File: src/hw/rtl/rmw_alu_pkg.sv
// ----------------------------------------------------------------------------
// rmw_alu_pkg
// Shared types and constants of the read-modify-write unit: operation and
// target codes, the decoded command word and the width masks.
// ----------------------------------------------------------------------------
package rmw_alu_pkg;

	typedef enum logic [2:0] {
		OP_INC = 3'd0,
		OP_DEC = 3'd1,
		OP_ASL = 3'd2,
		OP_LSR = 3'd3,
		OP_ROL = 3'd4,
		OP_ROR = 3'd5,
		OP_TRB = 3'd6,
		OP_TSB = 3'd7
	} op_t;

	typedef enum logic [1:0] {
		TGT_ACC = 2'd0,
		TGT_X   = 2'd1,
		TGT_Y   = 2'd2,
		TGT_MEM = 2'd3
	} tgt_t;

	localparam logic [15:0] NARROW_MASK = 16'h00FF;
	localparam logic [15:0] WIDE_MASK   = 16'hFFFF;
	localparam logic [15:0] NARROW_TOP  = 16'h0080;
	localparam logic [15:0] WIDE_TOP    = 16'h8000;

	// decoded word handed from the front end to the execute side
	typedef struct packed {
		op_t         op;
		tgt_t        tgt;
		logic        narrow;
		logic        invalid;
		logic [15:0] mem_value;
	} cmd_t;

endpackage

File: src/hw/rtl/rmw_alu_req_if.sv
// ----------------------------------------------------------------------------
// rmw_alu_req_if
// Request channel of the read-modify-write unit: one instruction per word.
// ----------------------------------------------------------------------------
interface rmw_alu_req_if;
	logic        valid;
	logic        ready;
	logic [2:0]  kind;
	logic [1:0]  target;
	logic        acc_narrow;
	logic        index_narrow;
	logic [15:0] mem_value;

	modport source(output valid, kind, target, acc_narrow, index_narrow, mem_value,
		input ready);
	modport sink(input valid, kind, target, acc_narrow, index_narrow, mem_value,
		output ready);
endinterface

File: src/hw/rtl/rmw_alu_rsp_if.sv
// ----------------------------------------------------------------------------
// rmw_alu_rsp_if
// Response channel of the read-modify-write unit: result value and flags.
// ----------------------------------------------------------------------------
interface rmw_alu_rsp_if;
	logic        valid;
	logic        ready;
	logic [15:0] result_value;
	logic        flag_negative;
	logic        flag_zero;
	logic        flag_carry;
	logic        invalid;

	modport source(output valid, result_value, flag_negative, flag_zero, flag_carry,
		invalid, input ready);
	modport sink(input valid, result_value, flag_negative, flag_zero, flag_carry,
		invalid, output ready);
endinterface

File: src/hw/rtl/rmw_alu_front.sv
// ----------------------------------------------------------------------------
// rmw_alu_front
// Input stage: registers the request word and decodes width, target class
// and the illegal index cases into a command word for the queue.
// ----------------------------------------------------------------------------
module rmw_alu_front (
	input  logic                clk,
	input  logic                arst_n,
	rmw_alu_req_if.sink         req,
	output logic                push_valid,
	input  logic                push_ready,
	output rmw_alu_pkg::cmd_t   push_cmd
);

	logic              valid_s1;
	rmw_alu_pkg::cmd_t cmd_s1;
	rmw_alu_pkg::cmd_t cmd_dec;
	logic              is_index;
	logic              accept;

	assign req.ready = !valid_s1 || push_ready;
	assign accept    = req.valid && req.ready;

	always_comb begin
		cmd_dec.op        = rmw_alu_pkg::op_t'(req.kind);
		cmd_dec.tgt       = rmw_alu_pkg::tgt_t'(req.target);
		is_index          = (cmd_dec.tgt == rmw_alu_pkg::TGT_X) ||
			(cmd_dec.tgt == rmw_alu_pkg::TGT_Y);
		cmd_dec.narrow    = is_index ? req.index_narrow : req.acc_narrow;
		// only inc and dec are legal on the index registers
		cmd_dec.invalid   = is_index && (cmd_dec.op != rmw_alu_pkg::OP_INC) &&
			(cmd_dec.op != rmw_alu_pkg::OP_DEC);
		cmd_dec.mem_value = req.mem_value;
	end

	always_ff @(posedge clk or negedge arst_n) begin
		if (!arst_n) begin
			valid_s1 <= 1'b0;
		end else if (req.ready) begin
			valid_s1 <= req.valid;
		end
	end

	always_ff @(posedge clk) begin
		if (accept) begin
			cmd_s1 <= cmd_dec;
		end
	end

	assign push_valid = valid_s1;
	assign push_cmd   = cmd_s1;

endmodule

File: src/hw/rtl/rmw_alu_queue.sv
// ----------------------------------------------------------------------------
// rmw_alu_queue
// Small first-in first-out buffer of decoded commands between the front end
// and the execute side, with show-ahead read.
// ----------------------------------------------------------------------------
module rmw_alu_queue #(
	parameter int DEPTH = 4
) (
	input  logic              clk,
	input  logic              arst_n,
	input  logic              push_valid,
	output logic              push_ready,
	input  rmw_alu_pkg::cmd_t push_cmd,
	output logic              pop_valid,
	input  logic              pop_ready,
	output rmw_alu_pkg::cmd_t pop_cmd
);

	localparam int PTR_W = (DEPTH > 1) ? $clog2(DEPTH) : 1;
	localparam int CNT_W = $clog2(DEPTH + 1);

	rmw_alu_pkg::cmd_t  slot_q [DEPTH];
	logic [PTR_W-1:0]   wr_ptr_q;
	logic [PTR_W-1:0]   rd_ptr_q;
	logic [CNT_W-1:0]   count_q;
	logic               do_push;
	logic               do_pop;

	assign push_ready = (count_q != CNT_W'(DEPTH));
	assign pop_valid  = (count_q != '0);
	assign do_push    = push_valid && push_ready;
	assign do_pop     = pop_valid && pop_ready;
	assign pop_cmd    = slot_q[rd_ptr_q];

	always_ff @(posedge clk or negedge arst_n) begin
		if (!arst_n) begin
			wr_ptr_q <= '0;
			rd_ptr_q <= '0;
			count_q  <= '0;
		end else begin
			if (do_push) begin
				wr_ptr_q <= (wr_ptr_q == PTR_W'(DEPTH - 1)) ? '0 : wr_ptr_q + 1'b1;
			end
			if (do_pop) begin
				rd_ptr_q <= (rd_ptr_q == PTR_W'(DEPTH - 1)) ? '0 : rd_ptr_q + 1'b1;
			end
			if (do_push && !do_pop) begin
				count_q <= count_q + 1'b1;
			end else if (do_pop && !do_push) begin
				count_q <= count_q - 1'b1;
			end
		end
	end

	always_ff @(posedge clk) begin
		if (do_push) begin
			slot_q[wr_ptr_q] <= push_cmd;
		end
	end

endmodule

File: src/hw/rtl/rmw_alu_back.sv
// ----------------------------------------------------------------------------
// rmw_alu_back
// Execute side: holds A, X, Y and the N, Z, C flags, carries out one command
// per cycle unless a response is stalled, and writes the response register.
// ----------------------------------------------------------------------------
module rmw_alu_back (
	input  logic              clk,
	input  logic              arst_n,
	input  logic              pop_valid,
	output logic              pop_ready,
	input  rmw_alu_pkg::cmd_t pop_cmd,
	rmw_alu_rsp_if.source     rsp
);

	logic [15:0] acc_q;
	logic [15:0] x_q;
	logic [15:0] y_q;
	logic        carry_q;
	logic        neg_q;
	logic        zero_q;

	logic        rsp_valid_q;
	logic [15:0] result_q;
	logic        neg_out_q;
	logic        zero_out_q;
	logic        carry_out_q;
	logic        invalid_q;

	logic [15:0] opnd;
	logic [15:0] mask;
	logic [15:0] top;
	logic [15:0] v;
	logic [15:0] a;
	logic [15:0] r_raw;
	logic [15:0] r;
	logic [15:0] full;
	logic        v_msb;
	logic        bitop;
	logic        neg_nxt;
	logic        zero_nxt;
	logic        carry_nxt;
	logic        fire;

	assign pop_ready = !rsp_valid_q || rsp.ready;
	assign fire      = pop_valid && pop_ready;

	always_comb begin
		case (pop_cmd.tgt)
			rmw_alu_pkg::TGT_ACC: opnd = acc_q;
			rmw_alu_pkg::TGT_X:   opnd = x_q;
			rmw_alu_pkg::TGT_Y:   opnd = y_q;
			default:              opnd = pop_cmd.mem_value;
		endcase

		mask      = pop_cmd.narrow ? rmw_alu_pkg::NARROW_MASK : rmw_alu_pkg::WIDE_MASK;
		top       = pop_cmd.narrow ? rmw_alu_pkg::NARROW_TOP : rmw_alu_pkg::WIDE_TOP;
		v         = opnd & mask;
		a         = acc_q & mask;
		v_msb     = |(v & top);
		bitop     = 1'b0;
		carry_nxt = carry_q;

		unique case (pop_cmd.op)
			rmw_alu_pkg::OP_INC: r_raw = v + 16'd1;
			rmw_alu_pkg::OP_DEC: r_raw = v - 16'd1;
			rmw_alu_pkg::OP_ASL: begin
				r_raw     = v << 1;
				carry_nxt = v_msb;
			end
			rmw_alu_pkg::OP_LSR: begin
				r_raw     = v >> 1;
				carry_nxt = v[0];
			end
			rmw_alu_pkg::OP_ROL: begin
				r_raw     = (v << 1) | {15'd0, carry_q};
				carry_nxt = v_msb;
			end
			rmw_alu_pkg::OP_ROR: begin
				r_raw     = (v >> 1) | (carry_q ? top : 16'd0);
				carry_nxt = v[0];
			end
			rmw_alu_pkg::OP_TRB: begin
				r_raw = v & ~a;
				bitop = 1'b1;
			end
			rmw_alu_pkg::OP_TSB: begin
				r_raw = v | a;
				bitop = 1'b1;
			end
		endcase

		r = r_raw & mask;

		// bit tests set zero from the and with the accumulator, keep negative
		if (bitop) begin
			neg_nxt  = neg_q;
			zero_nxt = ((v & a) == 16'd0);
		end else begin
			neg_nxt  = |(r & top);
			zero_nxt = (r == 16'd0);
		end

		full = (opnd & ~mask) | r;

		// illegal index operation: nothing changes, report current state
		if (pop_cmd.invalid) begin
			full      = opnd;
			neg_nxt   = neg_q;
			zero_nxt  = zero_q;
			carry_nxt = carry_q;
		end
	end

	always_ff @(posedge clk or negedge arst_n) begin
		if (!arst_n) begin
			acc_q   <= '0;
			x_q     <= '0;
			y_q     <= '0;
			carry_q <= 1'b0;
			neg_q   <= 1'b0;
			zero_q  <= 1'b0;
		end else if (fire && !pop_cmd.invalid) begin
			carry_q <= carry_nxt;
			neg_q   <= neg_nxt;
			zero_q  <= zero_nxt;
			case (pop_cmd.tgt)
				rmw_alu_pkg::TGT_ACC: acc_q <= full;
				rmw_alu_pkg::TGT_X:   x_q   <= full;
				rmw_alu_pkg::TGT_Y:   y_q   <= full;
				default: ;
			endcase
		end
	end

	always_ff @(posedge clk or negedge arst_n) begin
		if (!arst_n) begin
			rsp_valid_q <= 1'b0;
		end else if (pop_ready) begin
			rsp_valid_q <= pop_valid;
		end
	end

	always_ff @(posedge clk) begin
		if (fire) begin
			result_q    <= full;
			neg_out_q   <= neg_nxt;
			zero_out_q  <= zero_nxt;
			carry_out_q <= carry_nxt;
			invalid_q   <= pop_cmd.invalid;
		end
	end

	assign rsp.valid         = rsp_valid_q;
	assign rsp.result_value  = result_q;
	assign rsp.flag_negative = neg_out_q;
	assign rsp.flag_zero     = zero_out_q;
	assign rsp.flag_carry    = carry_out_q;
	assign rsp.invalid       = invalid_q;

endmodule

File: src/hw/rtl/cpu_read_modify_write_alu.sv
// ----------------------------------------------------------------------------
// cpu_read_modify_write_alu
// Read-modify-write unit with its own A, X, Y and N, Z, C state.
// ----------------------------------------------------------------------------
// Takes one instruction word per clock while the input register can pass
// its word on, and returns one response word per instruction, in order. A
// word passes through the input register, the command queue and the execute
// stage that fills the response register. The execute stage handles one word
// per cycle while the response register is free or being taken; it reads and
// updates the register file in the same cycle so that the next instruction
// sees the new value at once. QUEUE_DEPTH sets how many decoded words can
// wait while the response side is stalled.
module cpu_read_modify_write_alu #(
	parameter int QUEUE_DEPTH = 4
) (
	input  logic          clk,
	input  logic          arst_n,
	rmw_alu_req_if.sink   req,
	rmw_alu_rsp_if.source rsp
);

	logic              push_valid;
	logic              push_ready;
	rmw_alu_pkg::cmd_t push_cmd;
	logic              pop_valid;
	logic              pop_ready;
	rmw_alu_pkg::cmd_t pop_cmd;

	rmw_alu_front u_front (
		.clk        (clk),
		.arst_n     (arst_n),
		.req        (req),
		.push_valid (push_valid),
		.push_ready (push_ready),
		.push_cmd   (push_cmd)
	);

	rmw_alu_queue #(
		.DEPTH (QUEUE_DEPTH)
	) u_queue (
		.clk        (clk),
		.arst_n     (arst_n),
		.push_valid (push_valid),
		.push_ready (push_ready),
		.push_cmd   (push_cmd),
		.pop_valid  (pop_valid),
		.pop_ready  (pop_ready),
		.pop_cmd    (pop_cmd)
	);

	rmw_alu_back u_back (
		.clk       (clk),
		.arst_n    (arst_n),
		.pop_valid (pop_valid),
		.pop_ready (pop_ready),
		.pop_cmd   (pop_cmd),
		.rsp       (rsp)
	);

endmodule

File: src/flat_wrapper.sv
// flat-port wrapper written by rule: the top's interface ports become plain ports
module cpu_read_modify_write_alu_flat 
#(
	parameter int QUEUE_DEPTH = 4
)
  (clk, arst_n, req_valid, req_kind, req_target, req_acc_narrow, req_index_narrow, req_mem_value, req_ready, rsp_valid, rsp_result_value, rsp_flag_negative, rsp_flag_zero, rsp_flag_carry, rsp_invalid, rsp_ready);
  rmw_alu_req_if req_i ();
  rmw_alu_rsp_if rsp_i ();
  input  logic clk;
  input  logic arst_n;
  input wire logic [$bits(req_i.valid)-1:0] req_valid;
  input wire logic [$bits(req_i.kind)-1:0] req_kind;
  input wire logic [$bits(req_i.target)-1:0] req_target;
  input wire logic [$bits(req_i.acc_narrow)-1:0] req_acc_narrow;
  input wire logic [$bits(req_i.index_narrow)-1:0] req_index_narrow;
  input wire logic [$bits(req_i.mem_value)-1:0] req_mem_value;
  output wire logic [$bits(req_i.ready)-1:0] req_ready;
  output wire logic [$bits(rsp_i.valid)-1:0] rsp_valid;
  output wire logic [$bits(rsp_i.result_value)-1:0] rsp_result_value;
  output wire logic [$bits(rsp_i.flag_negative)-1:0] rsp_flag_negative;
  output wire logic [$bits(rsp_i.flag_zero)-1:0] rsp_flag_zero;
  output wire logic [$bits(rsp_i.flag_carry)-1:0] rsp_flag_carry;
  output wire logic [$bits(rsp_i.invalid)-1:0] rsp_invalid;
  input wire logic [$bits(rsp_i.ready)-1:0] rsp_ready;
  assign req_i.valid = req_valid;
  assign req_i.kind = req_kind;
  assign req_i.target = req_target;
  assign req_i.acc_narrow = req_acc_narrow;
  assign req_i.index_narrow = req_index_narrow;
  assign req_i.mem_value = req_mem_value;
  assign req_ready = req_i.ready;
  assign rsp_valid = rsp_i.valid;
  assign rsp_result_value = rsp_i.result_value;
  assign rsp_flag_negative = rsp_i.flag_negative;
  assign rsp_flag_zero = rsp_i.flag_zero;
  assign rsp_flag_carry = rsp_i.flag_carry;
  assign rsp_invalid = rsp_i.invalid;
  assign rsp_i.ready = rsp_ready;
  cpu_read_modify_write_alu #(.QUEUE_DEPTH(QUEUE_DEPTH)) u_core (.clk(clk), .arst_n(arst_n), .req(req_i), .rsp(rsp_i));
endmodule
File: config.mk
export PLATFORM = sky130hd
export DESIGN_NAME = cpu_read_modify_write_alu_flat
export DESIGN_NICKNAME = d
export VERILOG_FILES = /design/src/hw/rtl/rmw_alu_pkg.sv /design/src/hw/rtl/rmw_alu_req_if.sv /design/src/hw/rtl/rmw_alu_rsp_if.sv /design/src/hw/rtl/rmw_alu_front.sv /design/src/hw/rtl/rmw_alu_queue.sv /design/src/hw/rtl/rmw_alu_back.sv /design/src/hw/rtl/cpu_read_modify_write_alu.sv /design/src/flat_wrapper.sv
export SDC_FILE = /design/constraint.sdc
export NUM_CORES = 1
export LEC_CHECK = 0
export ABC_AREA = 1
export BUFFER_PORTS_ARGS = -buffer_cell sky130_fd_sc_hd__buf_2
export CORE_MARGIN = 3
export CORE_UTILIZATION = 25
export DETAILED_ROUTE_END_ITERATION = 10
export SLEW_MARGIN = 10
export SYNTH_ARGS = -nofsm -noshare
export SYNTH_HDL_FRONTEND = slang
export SYNTH_SLANG_ARGS = --single-unit
File: constraint.sdc
create_clock -name clk -period 3.85 [get_ports clk]
set_input_delay 0.9625 -clock clk [delete_from_list [all_inputs] [get_ports clk]]
set_output_delay 0.9625 -clock clk [all_outputs]
set_load 0.05 [all_outputs]
# Yosys cells after proc, flatten, opt, wreduce, memory -nomap -nowiden
# Memories as Yosys holds them, arrays and structs flattened.
# Cells that the tools add are included.
dict set report op_classes {
  mul 0
  eq_ne 15
  n_reduce_logical 31
  div_mod_pow 0
  shifts 0
  mux 20
  n_lt_le_gt_ge 0
  n_addsub 6
  n_bitwise 14
}
# op n
set ops {}
lappend ops {{$and A16 B16 Y16} 8}
lappend ops {{$pmux W16 S8} 1}
lappend ops {{$mux W16} 4}
lappend ops {{$pmux W16 S3} 1}
lappend ops {{$logic_not A16 Y1} 2}
lappend ops {{$not A16 Y16} 2}
lappend ops {{$or A16 B16 Y16} 2}
lappend ops {{$reduce_or A16 Y1} 2}
lappend ops {{$add A16 B1 Y16 const B} 1}
lappend ops {{$or A15 B16 Y16} 1}
lappend ops {{$or A16 B1 Y16} 1}
lappend ops {{$sub A16 B1 Y16 const B} 1}
lappend ops {{$eq A3 B3 Y1 const B} 4}
lappend ops {{$mux W1} 9}
lappend ops {{$eq A2 B2 Y1 const B} 4}
lappend ops {{$logic_and A1 B1 Y1} 8}
lappend ops {{$eq A3 B2 Y1 const B} 2}
lappend ops {{$mux W3} 2}
lappend ops {{$reduce_and A2 Y1} 3}
lappend ops {{$reduce_bool A3 Y1} 2}
lappend ops {{$reduce_or A2 Y1} 3}
lappend ops {{$logic_not A1 Y1} 5}
lappend ops {{$add A2 B1 Y2 const B} 2}
lappend ops {{$eq A2 B1 Y1 const B} 2}
lappend ops {{other kinds (11)} 14}
dict set report totals {
  regBits 103
  latchBits 0
  wordCells 108
  mem_bits_ro 0
  mem_count 1
  out_inout_bits 22
  ram_bits 92
}
# memory depth word_bits rd rd_clocked_by_memory_dff write_ports line_no
set memory_table {}
lappend memory_table {u_core.u_queue.slot_q 4 23 1 0 1 rmw_alu_queue.sv:22} ;# rmw_alu_pkg::cmd_t slot_q [DEPTH];

# Depth between registers and ports, before layout
# Gate-level depths: netlist (run 1).
# An unclocked memory read counts as a cell.
dict set report logic_depth {
  word_depth 11
  ltp_mapped 33
  ltp_nobuf 31
}

# By module
# Synthesis (run 1) repeated with hierarchy kept, for this count alone.
dict set report hier_totals {
  hier_cells 1064
  hier_area_um2 9939.5
}
# module area_each_um2 n_inst cells_each
set modules_own_cells {}
lappend modules_own_cells {rmw_alu_back 4951.0 1 697}
lappend modules_own_cells {rmw_alu_queue 4207.8 1 327}
lappend modules_own_cells {rmw_alu_front 780.7 1 40}

# Worst setup path before layout (run 1)
# No wires, ideal clock.
dict set report synth_path {
  path_type {input to register}
  startpoint {input rsp_ready}
  endpoint {register u_core.u_back.y_q[0]}
  n_path_buf 1
  t_arrival_ps 3497
  t_required_ps 3717
  path_slack_ps 220
  cell_stages 10
  cell_sequence {nor2_1 a21oi_1 inv_1 nor2_1 inv_1 nor2_2 clkinv_1 clkbuf_1 nand2_1 o21ai_0}
}
dict set report synth_between {
  elab_chain_len 4
}
# element line_no
set synth_lines {}
lappend synth_lines {{start: declaration} flat_wrapper.sv:24} ;# input wire logic [$bits(rsp_i.ready)-1:0] rsp_ready;
lappend synth_lines {{$logic_or A1 B1 Y1} rmw_alu_back.sv:44} ;# assign pop_ready = !rsp_valid_q || rsp.ready;
lappend synth_lines {{$logic_and A1 B1 Y1} rmw_alu_back.sv:45} ;# assign fire = pop_valid && pop_ready;
lappend synth_lines {{via u_core.u_back.fire} rmw_alu_back.sv:42} ;# logic fire;
lappend synth_lines {{$logic_and A1 B1 Y1} rmw_alu_back.sv:122} ;# end else if (fire && !pop_cmd.invalid) begin
lappend synth_lines {{$reduce_and A2 Y1 (no line)} --}
lappend synth_lines {{end signal: assignment} rmw_alu_back.sv:129} ;# rmw_alu_pkg::TGT_Y: y_q <= full;
lappend synth_lines {{end: declaration} rmw_alu_back.sv:17} ;# logic [15:0] y_q;
# The timed path passes the listed nets, and every way through them passes these cells.
# A chain may end at the register's enable or synchronous reset.

# Final worst setup path (run 1)
dict set report layout_path {
  startpoint {register u_core.u_queue.rd_ptr_q[0]}
  endpoint {register u_core.u_back.zero_out_q, in the netlist u_core.u_back.rsp.flag_zero (data pin)}
}
dict set report layout_between {
  elab_chain_len 10
}
# element line_no
set layout_lines {}
lappend layout_lines {{start: declaration} rmw_alu_queue.sv:24} ;# logic [PTR_W-1:0] rd_ptr_q;
lappend layout_lines {{start signal: assignment} rmw_alu_queue.sv:45} ;# rd_ptr_q <= (rd_ptr_q == PTR_W'(DEPTH - 1)) ? '0 : rd_ptr_q + 1'b1;
lappend layout_lines {{$mem_v2 Z4 W23 *} --}
lappend layout_lines {{$eq A2 B2 Y1 (tied with other cells)} rmw_alu_back.sv:48} ;# case (pop_cmd.tgt)
lappend layout_lines {{$pmux W16 S3 / $and A16 B16 Y16 (equally long branches)} {rmw_alu_back.sv:48, rmw_alu_back.sv:58}}
lappend layout_lines {{$and A16 B16 Y16 / $not A16 Y16 (equally long branches)} {rmw_alu_back.sv:57, rmw_alu_back.sv:83}}
lappend layout_lines {{$sub A16 B1 Y16 (tied with other cells)} rmw_alu_back.sv:65} ;# rmw_alu_pkg::OP_DEC: r_raw = v - 16'd1;
lappend layout_lines {{$pmux W16 S8} rmw_alu_back.sv:63} ;# unique case (pop_cmd.op)
lappend layout_lines {{$and A16 B16 Y16} rmw_alu_back.sv:92} ;# r = r_raw & mask;
lappend layout_lines {{$logic_not A16 Y1} rmw_alu_back.sv:100} ;# zero_nxt = (r == 16'd0);
lappend layout_lines {{$mux W1} rmw_alu_back.sv:95} ;# if (bitop) begin
lappend layout_lines {{$mux W1 *} rmw_alu_back.sv:106} ;# if (pop_cmd.invalid) begin
lappend layout_lines {{via u_core.u_back.zero_nxt} rmw_alu_back.sv:40} ;# logic zero_nxt;
lappend layout_lines {{end signal: assignment} rmw_alu_back.sv:147} ;# zero_out_q <= zero_nxt;
lappend layout_lines {{end: declaration} rmw_alu_back.sv:25} ;# logic zero_out_q;
# The timed path passes the listed nets; every way through them passes the cells marked *.

==> results of run 1 <==
stage by stage:
| stage | hold WS (ps) | util, % | instance area, um2 | setup TNS, ps | std cells |
|---|---|---|---|---|---|
| floorplan | 443.7 | - | 9802 | 0 | 1009 |
| global placement | 462.0 | 28.77 | 10960 | 0 | 1596 |
| detailed placement | 465.5 | 28.77 | 10960 | 0 | 1596 |
| CTS | 483.6 | 30.37 | 11570 | 0 | 1628 |
| global route | 504.0 | 31.44 | 11980 | -779.9 | 1648 |
| finish | 482.6 | 31.44 | 11980 | -5.943 | 1648 |
worst max path at each step:
stage,start,slack [ps],depth (start not counted),end
6_report,u_core.u_queue.rd_ptr_q[0]$_DFFE_PN0P_,-6,26,u_core.u_back.rsp.flag_zero$_DFFE_PP_
5_1_grt,u_core.u_queue.rd_ptr_q[0]$_DFFE_PN0P_,-170,28,u_core.u_back.rsp.flag_zero$_DFFE_PP_
4_1_cts,u_core.u_queue.rd_ptr_q[0]$_DFFE_PN0P_,30,25,u_core.u_back.rsp.flag_zero$_DFFE_PP_
3_5_place_dp,u_core.u_queue.rd_ptr_q[0]$_DFFE_PN0P_,50,24,u_core.u_back.rsp.flag_zero$_DFFE_PP_
3_3_place_gp,u_core.u_queue.rd_ptr_q[0]$_DFFE_PN0P_,70,25,u_core.u_back.rsp.flag_zero$_DFFE_PP_
2_1_floorplan,rsp_ready,220,10,u_core.u_back.y_q[0]$_DFFE_PN0P_
metal layers:
metal | vias up | wire (um) | GRT usage (%)
met3 | 43 | 1845 | 2.803
li1 | 3702 | - | -
met1 | 3617 | 12270 | 17.93
met4 | 0 | 566 | 3.858
met2 | 274 | 12460 | 19.93
met5 | - | 0 | 0
area by class of cell:
cell class,count,area (um2),share of cell area [%]
Timing Repair Buffer,131,897.1,7.487
Inverter,97,384.1,3.206
Sequential cell,195,5557,46.37
Tap cell,511,639.4,5.336
Multi-Input combinational cell,682,3897,32.53
Clock inverter,15,182.7,1.524
Clock buffer,17,425.4,3.550
state kept, by name, summed over array words and instances (netlist names), 2 cells and up:
signal                          flops
u_core.u_queue.wr_ptr_q             2
u_core.u_back.y_q                  16
u_core.u_front.push_cmd            23
u_core.u_queue.rd_ptr_q             2
u_core.u_back.acc_q                16
u_core.u_back.x_q                  16
u_core.u_queue.count_q              3
u_core.u_back.rsp.result_value     16
u_core.u_queue.slot_q              92
cells by family (layout without fill, tap and decap cells):
logic type | count (synthesis) | after routing
flops | 195 | 195
simple gates | 439 | 440
buf+inv | 133 | 260
mux | 2 | 2
compound gates | 212 | 212
xor+xnor | 10 | 10
fa+ha+maj | 18 | 18
worst register-to-register path, cell delays in order (launching register included):
cell	delay [ps]
dfrtp_2	450
buf_6	160
nand2_4	60
nand2_1	70
nand2_2	130
nand2_4	100
o21ai_0	200
nand3_1	150
and2_4	170
ha_1	310
nand3b_1	110
nand2_2	70
a21oi_2	180
nor3_2	70
or2_4	270
nand3_2	80
o21ai_2	80
buf_4	130
nand2_1	50
nand2_1	80
o21ai_2	180
nand3_1	110
nor2_1	110
nand3_1	90
nand2_1	90
nand3_2	80
a22oi_2	140
synth_stat cells, types with 5 or more instances:
cell / number / area (um2)
buf_4: 5 / 37.54
buf_2: 7 / 35.03
a221oi_1: 6 / 52.55
o22ai_1: 7 / 43.79
edfxtp_1: 135 / 4054
nor2_1: 80 / 300.3
nor2_2: 9 / 56.30
nor3_1: 6 / 30.03
clkbuf_1: 17 / 63.81
nand2_2: 14 / 87.58
nand3_1: 57 / 285.3
xor2_1: 7 / 61.31
buf_6: 6 / 67.56
o221ai_1: 13 / 113.9
inv_1: 84 / 315.3
ha_1: 16 / 200.2
a21oi_1: 29 / 145.1
nand3_2: 13 / 130.1
inv_2: 8 / 30.03
nand2_1: 231 / 867.1
o21ai_1: 21 / 105.1
o211ai_1: 7 / 52.55
dfrtp_1: 60 / 1501
o21ai_0: 104 / 520.5
nand4_1: 10 / 62.56
o21ai_2: 5 / 43.79
what timing repair did:
item	in CTS	in global routing
buffers inserted	0	20
gates resized for setup	0	60
setup endpoints to repair	0	28
==> qor.yml, run 1 <==
status: "finished, violations left"
violations: "setup timing"
crit_slowest_cell: "dfrtp_2"
postRouteAntennaNets: 0
synth_ff_type: "edfxtp_1"
areaGrowthSynthToFinish_pct: 22.25
synth_simple_gate_area_share_pct: 20.92
dr.pass1.iters: 5
r2r-end: "u_core.u_back.rsp.flag_zero$_DFFE_PP_"
cts_tree: "done"
drt_iter0_drc: 818
clock_skew_ps: 20.30
max_freq_mhz: 259.3
wl_mm: 27.15
hold_viol: 0
r2r_cells: 26
synthAdderAreaFrac_pct: 2.451
ios: 49
dp_slack_ps: 48.96
synthArstFlopShare_pct: 30.77
fillers: 3898
synth_compound_area_share_pct: 12.73
reg2reg_from: "u_core.u_queue.rd_ptr_q[0]$_DFFE_PN0P_"
die_h_um: 204.0
synth_top_family_by_area: "simple AND/OR/NAND/NOR gates"
antenna_found_initial: 0
ys_seq_elements: 195
syn_area_per_cell_um2: 9.714
wire_per_inst_um: 16.47
ctsHoldBuffers: 0
place_hpwl_mm: 19.07
syn-num-nets: 1054
timing.final.setup_violations: 1
hp-start: "u_core.u_back.x_q[14]$_DFFE_PN0P_"
final_cell_mix: "nand2_1, edfxtp_1, o21ai_0"
numClockSinks: 195
first_global_vias: 7378
path_class: "flip-flop to flip-flop"
synth_seq_area_share_pct: 56.68
cts-buffers-inserted: 17
clk_latency_ps: 460
startpoint_type: "flip-flop"
fin_ws_ps: -5.943
worstPathArrival_ps: 4150
clk_pin_slew_ps: 80
cts-root-buf: "clkbuf_16"
r2r_slack_ps: -6
worstSetupEndpointType: "flip-flop"
final_common_cell: "nand2_1"
dieArea_um2: 41620
crit_required_ps: 4140
route.detailed.drc: 0
synth.distinct_cells: 57
overflow: 0
dieWidth_um: 204.0
coreArea_um2: 38110
crit_path_frequent_cell: "nand2_1"
synthMuxAreaShare_pct: 0.2298
io_buffers: 48
slowest_delay_ps: 450
num_rows: 71
maxCapViolations: 0
min_path_type: "flip-flop to flip-flop"
finalNetCount: 1169
start_util_pct: 25.72
whs_endpoint: "u_core.u_back.x_q[14]$_DFFE_PN0P_"
clk_path_buf_depth: 2
crit_family: "simple AND/OR/NAND/NOR gates"
drt-vias-per-instance: 4.633
drive_gt1_share_pct: 24.45
timing.final.crit_share_pct: 100.2
grt_pass1_wl_mm: 41.56
cp_max_fo: 6
synth_edf_count: 135
vias: 7636
netlist_area_um2: 9802
crit_buf_inv: 2
min_path_cells: 2
synth-xor-area-share_pct: 0.8935
htree_levels: 4
gp_congestion: 1.002
track_usage_pct: 12.81
tightestPinTransition_ps: 1081
min_period_ps: 3856
grt_max_degree: 43
drv_slew: 0
rsz0062_at_grt: "yes"
yosys_warnings: 0
diodes: 0
relSlewSlack_pct: 27.93
synthCells: 1009
Power of run 1 is not shown: default switching activity piles up to over one toggle a cycle in this logic, so the estimate is an artifact.
==> inputs of run 2 (changes only) <==
--- a/config.mk
+++ b/config.mk
@@ -11,2 +11,3 @@
 export CORE_UTILIZATION = 25
+export CTS_BUF_LIST = sky130_fd_sc_hd__clkbuf_4 sky130_fd_sc_hd__clkbuf_8
 export DETAILED_ROUTE_END_ITERATION = 10
--- a/constraint.sdc
+++ b/constraint.sdc
@@ -3,2 +3,2 @@
 set_output_delay 0.9625 -clock clk [all_outputs]
-set_load 0.05 [all_outputs]
+set_load 0.1 [all_outputs]
==> qor.yml, run 2 (same netlist as run 1, synthesis figures left out) <==
status: "finished, violations left"
violations: "setup timing"
drv_slew: 0  # unchanged
coreArea_um2: 38110  # unchanged
vias: 7661  # +0.33%
htree_levels: 4  # unchanged
ios: 49  # unchanged
finalNetCount: 1167  # -0.17%
route.detailed.drc: 0  # unchanged
fin_cells: 1646  # -0.12%
min_period_ps: 3897  # +40.85 ps
dieWidth_um: 204.0  # unchanged
timing.final.crit_share_pct: 101.2  # +1.1 points
crit_required_ps: 4180  # +40 ps
reg2reg_from: "u_core.u_queue.rd_ptr_q[0]$_DFFE_PN0P_"
hold_viol: 0  # unchanged
final_common_cell: "nand2_1"
dr.pass1.iters: 7  # +2
first_global_vias: 7360  # -0.24%
dp_slack_ps: 48.96  # unchanged
drive_gt1_share_pct: 23.88  # -0.57 points
min_path_type: "flip-flop to flip-flop"
whs_ps: 492.1  # +9.433 ps
overflow: 0  # unchanged
largest_reg_flops: 92  # unchanged
placed_cells: 1596  # unchanged
critPathLaunch: "u_core.u_queue.rd_ptr_q[0]$_DFFE_PN0P_"
fillers: 3941  # +1.1%
cp_max_fo: 10  # +4
startpoint_type: "flip-flop"
crit_end: "u_core.u_back.rsp.flag_zero$_DFFE_PP_"
worstSetupEndpointType: "flip-flop"
clk_path_buf_depth: 2  # unchanged
diodes: 0  # unchanged
dieArea_um2: 41620  # unchanged
grt_pass1_wl_mm: 41.61  # +0.12%
maxCapViolations: 0  # unchanged
drt-vias-per-instance: 4.654  # +0.45%
start_util_pct: 25.72  # unchanged
worstPathArrival_ps: 4230  # +80 ps
hp-start: "u_core.u_back.x_q[14]$_DFFE_PN0P_"
rsz0062_at_grt: "yes"
track_usage_pct: 12.78  # -0.037 points
r2r_cells: 27  # +3.8%
postRouteAntennaNets: 0  # unchanged
wl_mm: 27.07  # -0.27%
place_hpwl_mm: 19.07  # unchanged
path_class: "flip-flop to flip-flop"
tightestPinTransition_ps: 1075  # -5.960 ps
cts_tree: "done"
num_rows: 71  # unchanged
finalSetupTns_ps: -55.88  # -49.94 ps
grt_max_degree: 43  # unchanged
largest_register: "u_core.u_queue.slot_q"
r2r-end: "u_core.u_back.rsp.flag_zero$_DFFE_PP_"
clk_pin_slew_ps: 110  # +30 ps
wire_per_inst_um: 16.45  # -0.15%
clock_skew_ps: 22.94  # +2.638 ps
fin_ws_ps: -46.80  # -40.85 ps
cts-buffers-inserted: 17  # unchanged
r2r_slack_ps: -50  # -40 ps
max_freq_mhz: 256.6  # -1.0%
slowest_delay_ps: 460  # about the same
crit_slowest_cell: "dfrtp_2"
io_buffers: 48  # unchanged
areaGrowthSynthToFinish_pct: 19.90
relSlewSlack_pct: 28.33  # +0.40 points
cts-root-buf: "clkbuf_8"
timing.final.setup_violations: 2  # +1
die_h_um: 204.0  # unchanged
antenna_found_initial: 0  # unchanged
drt_iter0_drc: 768  # -6.1%
clk_latency_ps: 490  # +30 ps
gp_congestion: 1.002  # unchanged
numClockSinks: 195  # unchanged
final_cell_mix: "nand2_1, edfxtp_1, o21ai_0"
-- run 2: worst min path at each step --
stage	to	slack [ps]	cells after the start
6_report	u_core.u_back.x_q[14]$_DFFE_PN0P_	490	2
5_1_grt	u_core.u_back.x_q[15]$_DFFE_PN0P_	510	2
4_1_cts	u_core.u_back.y_q[3]$_DFFE_PN0P_	490	2
3_5_place_dp	u_core.u_back.x_q[14]$_DFFE_PN0P_	470	2
3_3_place_gp	u_core.u_back.x_q[15]$_DFFE_PN0P_	460	2
2_1_floorplan	u_core.u_back.y_q[15]$_DFFE_PN0P_	440	2
-- run 2: stage by stage --
stage          utilization, %  instance area [um2]
2_1_floorplan               -                 9802
3_3_place_gp            28.77                10960
3_5_place_dp            28.77                10960
4_1_cts                 29.86                11380
5_1_grt                 30.84                11750
6_report                30.84                11750
-- run 2: final cells by class --
type	count	area (um2)	area share [%]
sequential	195	5557	47.28
multi-input combinational	682	3865	32.89
timing repair buffer	129	890.9	7.580
tap	511	639.4	5.440
inverter	97	384.1	3.268
clock buffer	17	234.0	1.991
clock inverter	15	182.7	1.554
-- run 2: timing repair --
action	in CTS	in global routing
hold buffers	0	0
hold endpoints to repair	0	0
setup buffers	0	18
resized for setup	0	53
endpoints found under the setup margin	0	27
-- run 2: critical path: cells and delay by family, from the launching register on --
| family | cells | cell delay, ps |
|---|---|---|
| flip-flops | 1 | 460 |
| AO/OA/AOI/OAI | 5 | 670 |
| buffers and inverters | 4 | 510 |
| adder cells (fa/ha/maj) | 1 | 310 |
| AND/OR/NAND/NOR | 17 | 1800 |
-- run 2: layer usage --
layer,vias to the layer above,global-route usage [%],wire length [um]
li1,3698,-,-
met3,42,2.405,1789
met5,-,0,0
met4,0,3.367,542
met2,283,20.06,12430
met1,3638,18.17,12310
Power of run 2 is left out for the same reason.
==> inputs of run 3 (changes only) <==
Settings changed: MAX_ROUTING_LAYER set to met4, SYNTH_HIERARCHICAL set to 1.
Clock period 3.85 ns to 5 ns, I/O delays scaled along.
==> qor.yml, run 3 <==
wl_mm: 25.61  # -5.4%
dieArea_um2: 42190  # +1.4%
finalNetCount: 1153  # -1.2%
clk_pin_slew_ps: 100  # about the same
maxCapViolations: 0  # unchanged
grt_pass1_wl_mm: 39.91  # -4.1%
cts_tree: "done"
clk_latency_ps: 480  # about the same
first_global_vias: 7058  # -4.1%
drv_slew: 0  # unchanged
r2r_cells: 16  # -41%
start_util_pct: 25.54  # -0.18 points
largest_reg_flops: 92  # unchanged
track_usage_pct: 12.60  # -0.18 points
route.detailed.drc: 0  # unchanged
clock_skew_ps: 23.03  # +0.09070 ps
top_layer: "met4"
htree_levels: 4  # unchanged
synth_seq_area_share_pct: 55.89  # -0.78 points
relSlewSlack_pct: 27.85  # -0.47 points
synthCells: 1064  # +5.5%
max_freq_mhz: 227.6  # -11%
ios: 49  # unchanged
met3_length_mm: 1.326  # -26%
numClockSinks: 195  # unchanged
syn-num-nets: 1109  # +5.2%
dr.pass1.iters: 6  # -1
areaGrowthSynthToFinish_pct: 11.97
fillers: 4120  # +4.5%
timing.final.crit_share_pct: 87.86  # -13 points
status: "finished clean"
crit_required_ps: 5310  # +1130 ps
cts-buffers-inserted: 17  # unchanged
min_period_ps: 4393  # +496.0 ps
startpoint_type: "flip-flop"
io_buffers: 48  # unchanged
synthArstFlopShare_pct: 30.77  # unchanged
worstPathArrival_ps: 4710  # +480 ps
diodes: 0  # unchanged
synth_top_area_share_pct: 40.79  # -0.57 points
clk_path_buf_depth: 2  # unchanged
ys_seq_elements: 195  # unchanged
netlist_area_um2: 9940  # +1.4%
place_hpwl_mm: 18.57  # -2.6%
vias: 7619  # -0.55%
timing.final.setup_violations: 0  # -2
drive_gt1_share_pct: 14.72  # -9.2 points
min_path_type: "flip-flop to flip-flop"
finalSetupTns_ps: 0  # +55.88 ps
rsz0062_at_grt: "no"
path_class: "flip-flop to flip-flop"
yosys-top-cells-area: "edfxtp_1, dfrtp_1, nand2_1"
worstSetupEndpointType: "flip-flop"
hold_viol: 0  # unchanged
cts-root-buf: "clkbuf_8"
wire_per_inst_um: 15.62  # -5.0%
tightestPinTransition_ps: 1081  # +5.923 ps
die_h_um: 205.4  # +0.68%
synth_ff_type: "edfxtp_1"
min_path_cells: 2  # unchanged
post-cts-setup-buffers: 0  # unchanged
yosys_warnings: 6  # +6
grt_max_degree: 54  # +26%
drt-vias-per-instance: 4.649  # -0.12%
coreArea_um2: 38920  # +2.1%
synth_edf_count: 135  # unchanged
met1_length_mm: 11.70  # -5.0%
cp_max_fo: 53  # +43
synth_largest_area_cell: "edfxtp_1"
final_cell_mix: "nand2_1, inv_1, edfxtp_1"
drt_iter0_drc: 677  # -12%
ctsHoldBuffers: 0  # unchanged
dieWidth_um: 205.4  # +0.68%
antenna_found_initial: 0  # unchanged
num_rows: 72  # +1.4%
gp_congestion: 0.9465  # -5.6%
final_common_cell: "nand2_1"
wl_met2_mm: 12.07  # -2.9%
overflow: 0  # unchanged
synth.distinct_cells: 49  # -14%
syn_area_per_cell_um2: 9.342  # -3.8%
largest_register: "u_core/u_queue/slot_q"
postRouteAntennaNets: 0  # unchanged
synth.most_common_cell: "nand2_1"
yosys-top-cells-count: "nand2_1, inv_1, edfxtp_1, o21ai_0, dfrtp_1"
cts_resized: 0  # unchanged
run 3: cell count changes after synthesis, sizes merged, moves of 6 or more:
| cell | delta |
|---|---|
| buf | +6 |
| nand2 | +62 |
| o21ai | -28 |
| nand3 | -13 |
| nor2 | -51 |
| inv | +52 |
| o211ai | +45 |
| o221ai | -9 |
run 3: worst paths after layout:
path                                                   startpoint  slack, ps                                endpoint
max                        u_core/u_queue/rd_ptr_q[0]$_DFFE_PN0P_        610   u_core/u_back/rsp.flag_zero$_DFFE_PP_
max in group asynchronous                                  arst_n       3350  u_core/u_queue/rd_ptr_q[0]$_DFFE_PN0P_
min in group asynchronous                                  arst_n        620        u_core/u_back/zero_q$_DFFE_PN0P_
min                              u_core/u_back/y_q[1]$_DFFE_PN0P_        490        u_core/u_back/y_q[1]$_DFFE_PN0P_
min reg2reg                      u_core/u_back/y_q[1]$_DFFE_PN0P_        490        u_core/u_back/y_q[1]$_DFFE_PN0P_
max reg2reg                u_core/u_queue/rd_ptr_q[0]$_DFFE_PN0P_        610   u_core/u_back/rsp.flag_zero$_DFFE_PP_
run 3: layer usage:
metal  vias up  track usage (%)
li1       3679                -
met1      3650            16.67
met2       258            19.91
met3        32            2.088
met4         0            3.905
met5         -                -
run 3: cell type report:
class | count | area [um2] | area share, %
Multi-Input combinational cell | 679 | 3598 | 32.33
Clock inverter | 14 | 142.6 | 1.282
Clock buffer | 18 | 241.5 | 2.170
Inverter | 147 | 551.8 | 4.958
Timing Repair Buffer | 68 | 390.4 | 3.508
Sequential cell | 195 | 5557 | 49.93
Tap cell | 518 | 648.1 | 5.824
run 3: logic make-up (layout without fill, tap and decap cells):
| kind of cell | count (synthesis) | count (layout) | share of synthesized area (%) |
|---|---|---|---|
| AND/OR/NAND/NOR | 440 | 440 | 19.07 |
| buffers and inverters | 190 | 247 | 8.044 |
| XOR/XNOR | 7 | 7 | 0.6168 |
| AO/OA/AOI/OAI | 214 | 214 | 13.96 |
| adder cells (fa/ha/maj) | 18 | 18 | 2.417 |
| flip-flops | 195 | 195 | 55.89 |
run 3: critical path: stages (launching register included):
cell and delay (ps):
dfrtp_2 510, buf_4 530, o211ai_1 190, nand2_1 330, nand2_1 180, nor2_4 470, ha_1 390, a21o_1 190
o21bai_2 210, nand2_1 70, nand2_1 80, xor2_1 160, a21oi_1 280, nand4_1 210, a21oi_1 180, nand2_1 90
a22oi_1 160
run 3: stage by stage:
stage	instances	area [um2]	setup slack (ps)	hold WS, ps	utilization (%)
5_1_grt	1639	11130	197.6	520.9	28.60
2_1_floorplan	1064	9940	1529	443.7	-
4_1_cts	1639	11130	670.6	496.5	28.60
6_report	1639	11130	607.2	489.1	28.60
3_3_place_gp	1607	10750	712.1	467.9	27.61
3_5_place_dp	1607	10750	694.6	471.9	27.61
Power of run 3 is left out for the same reason.
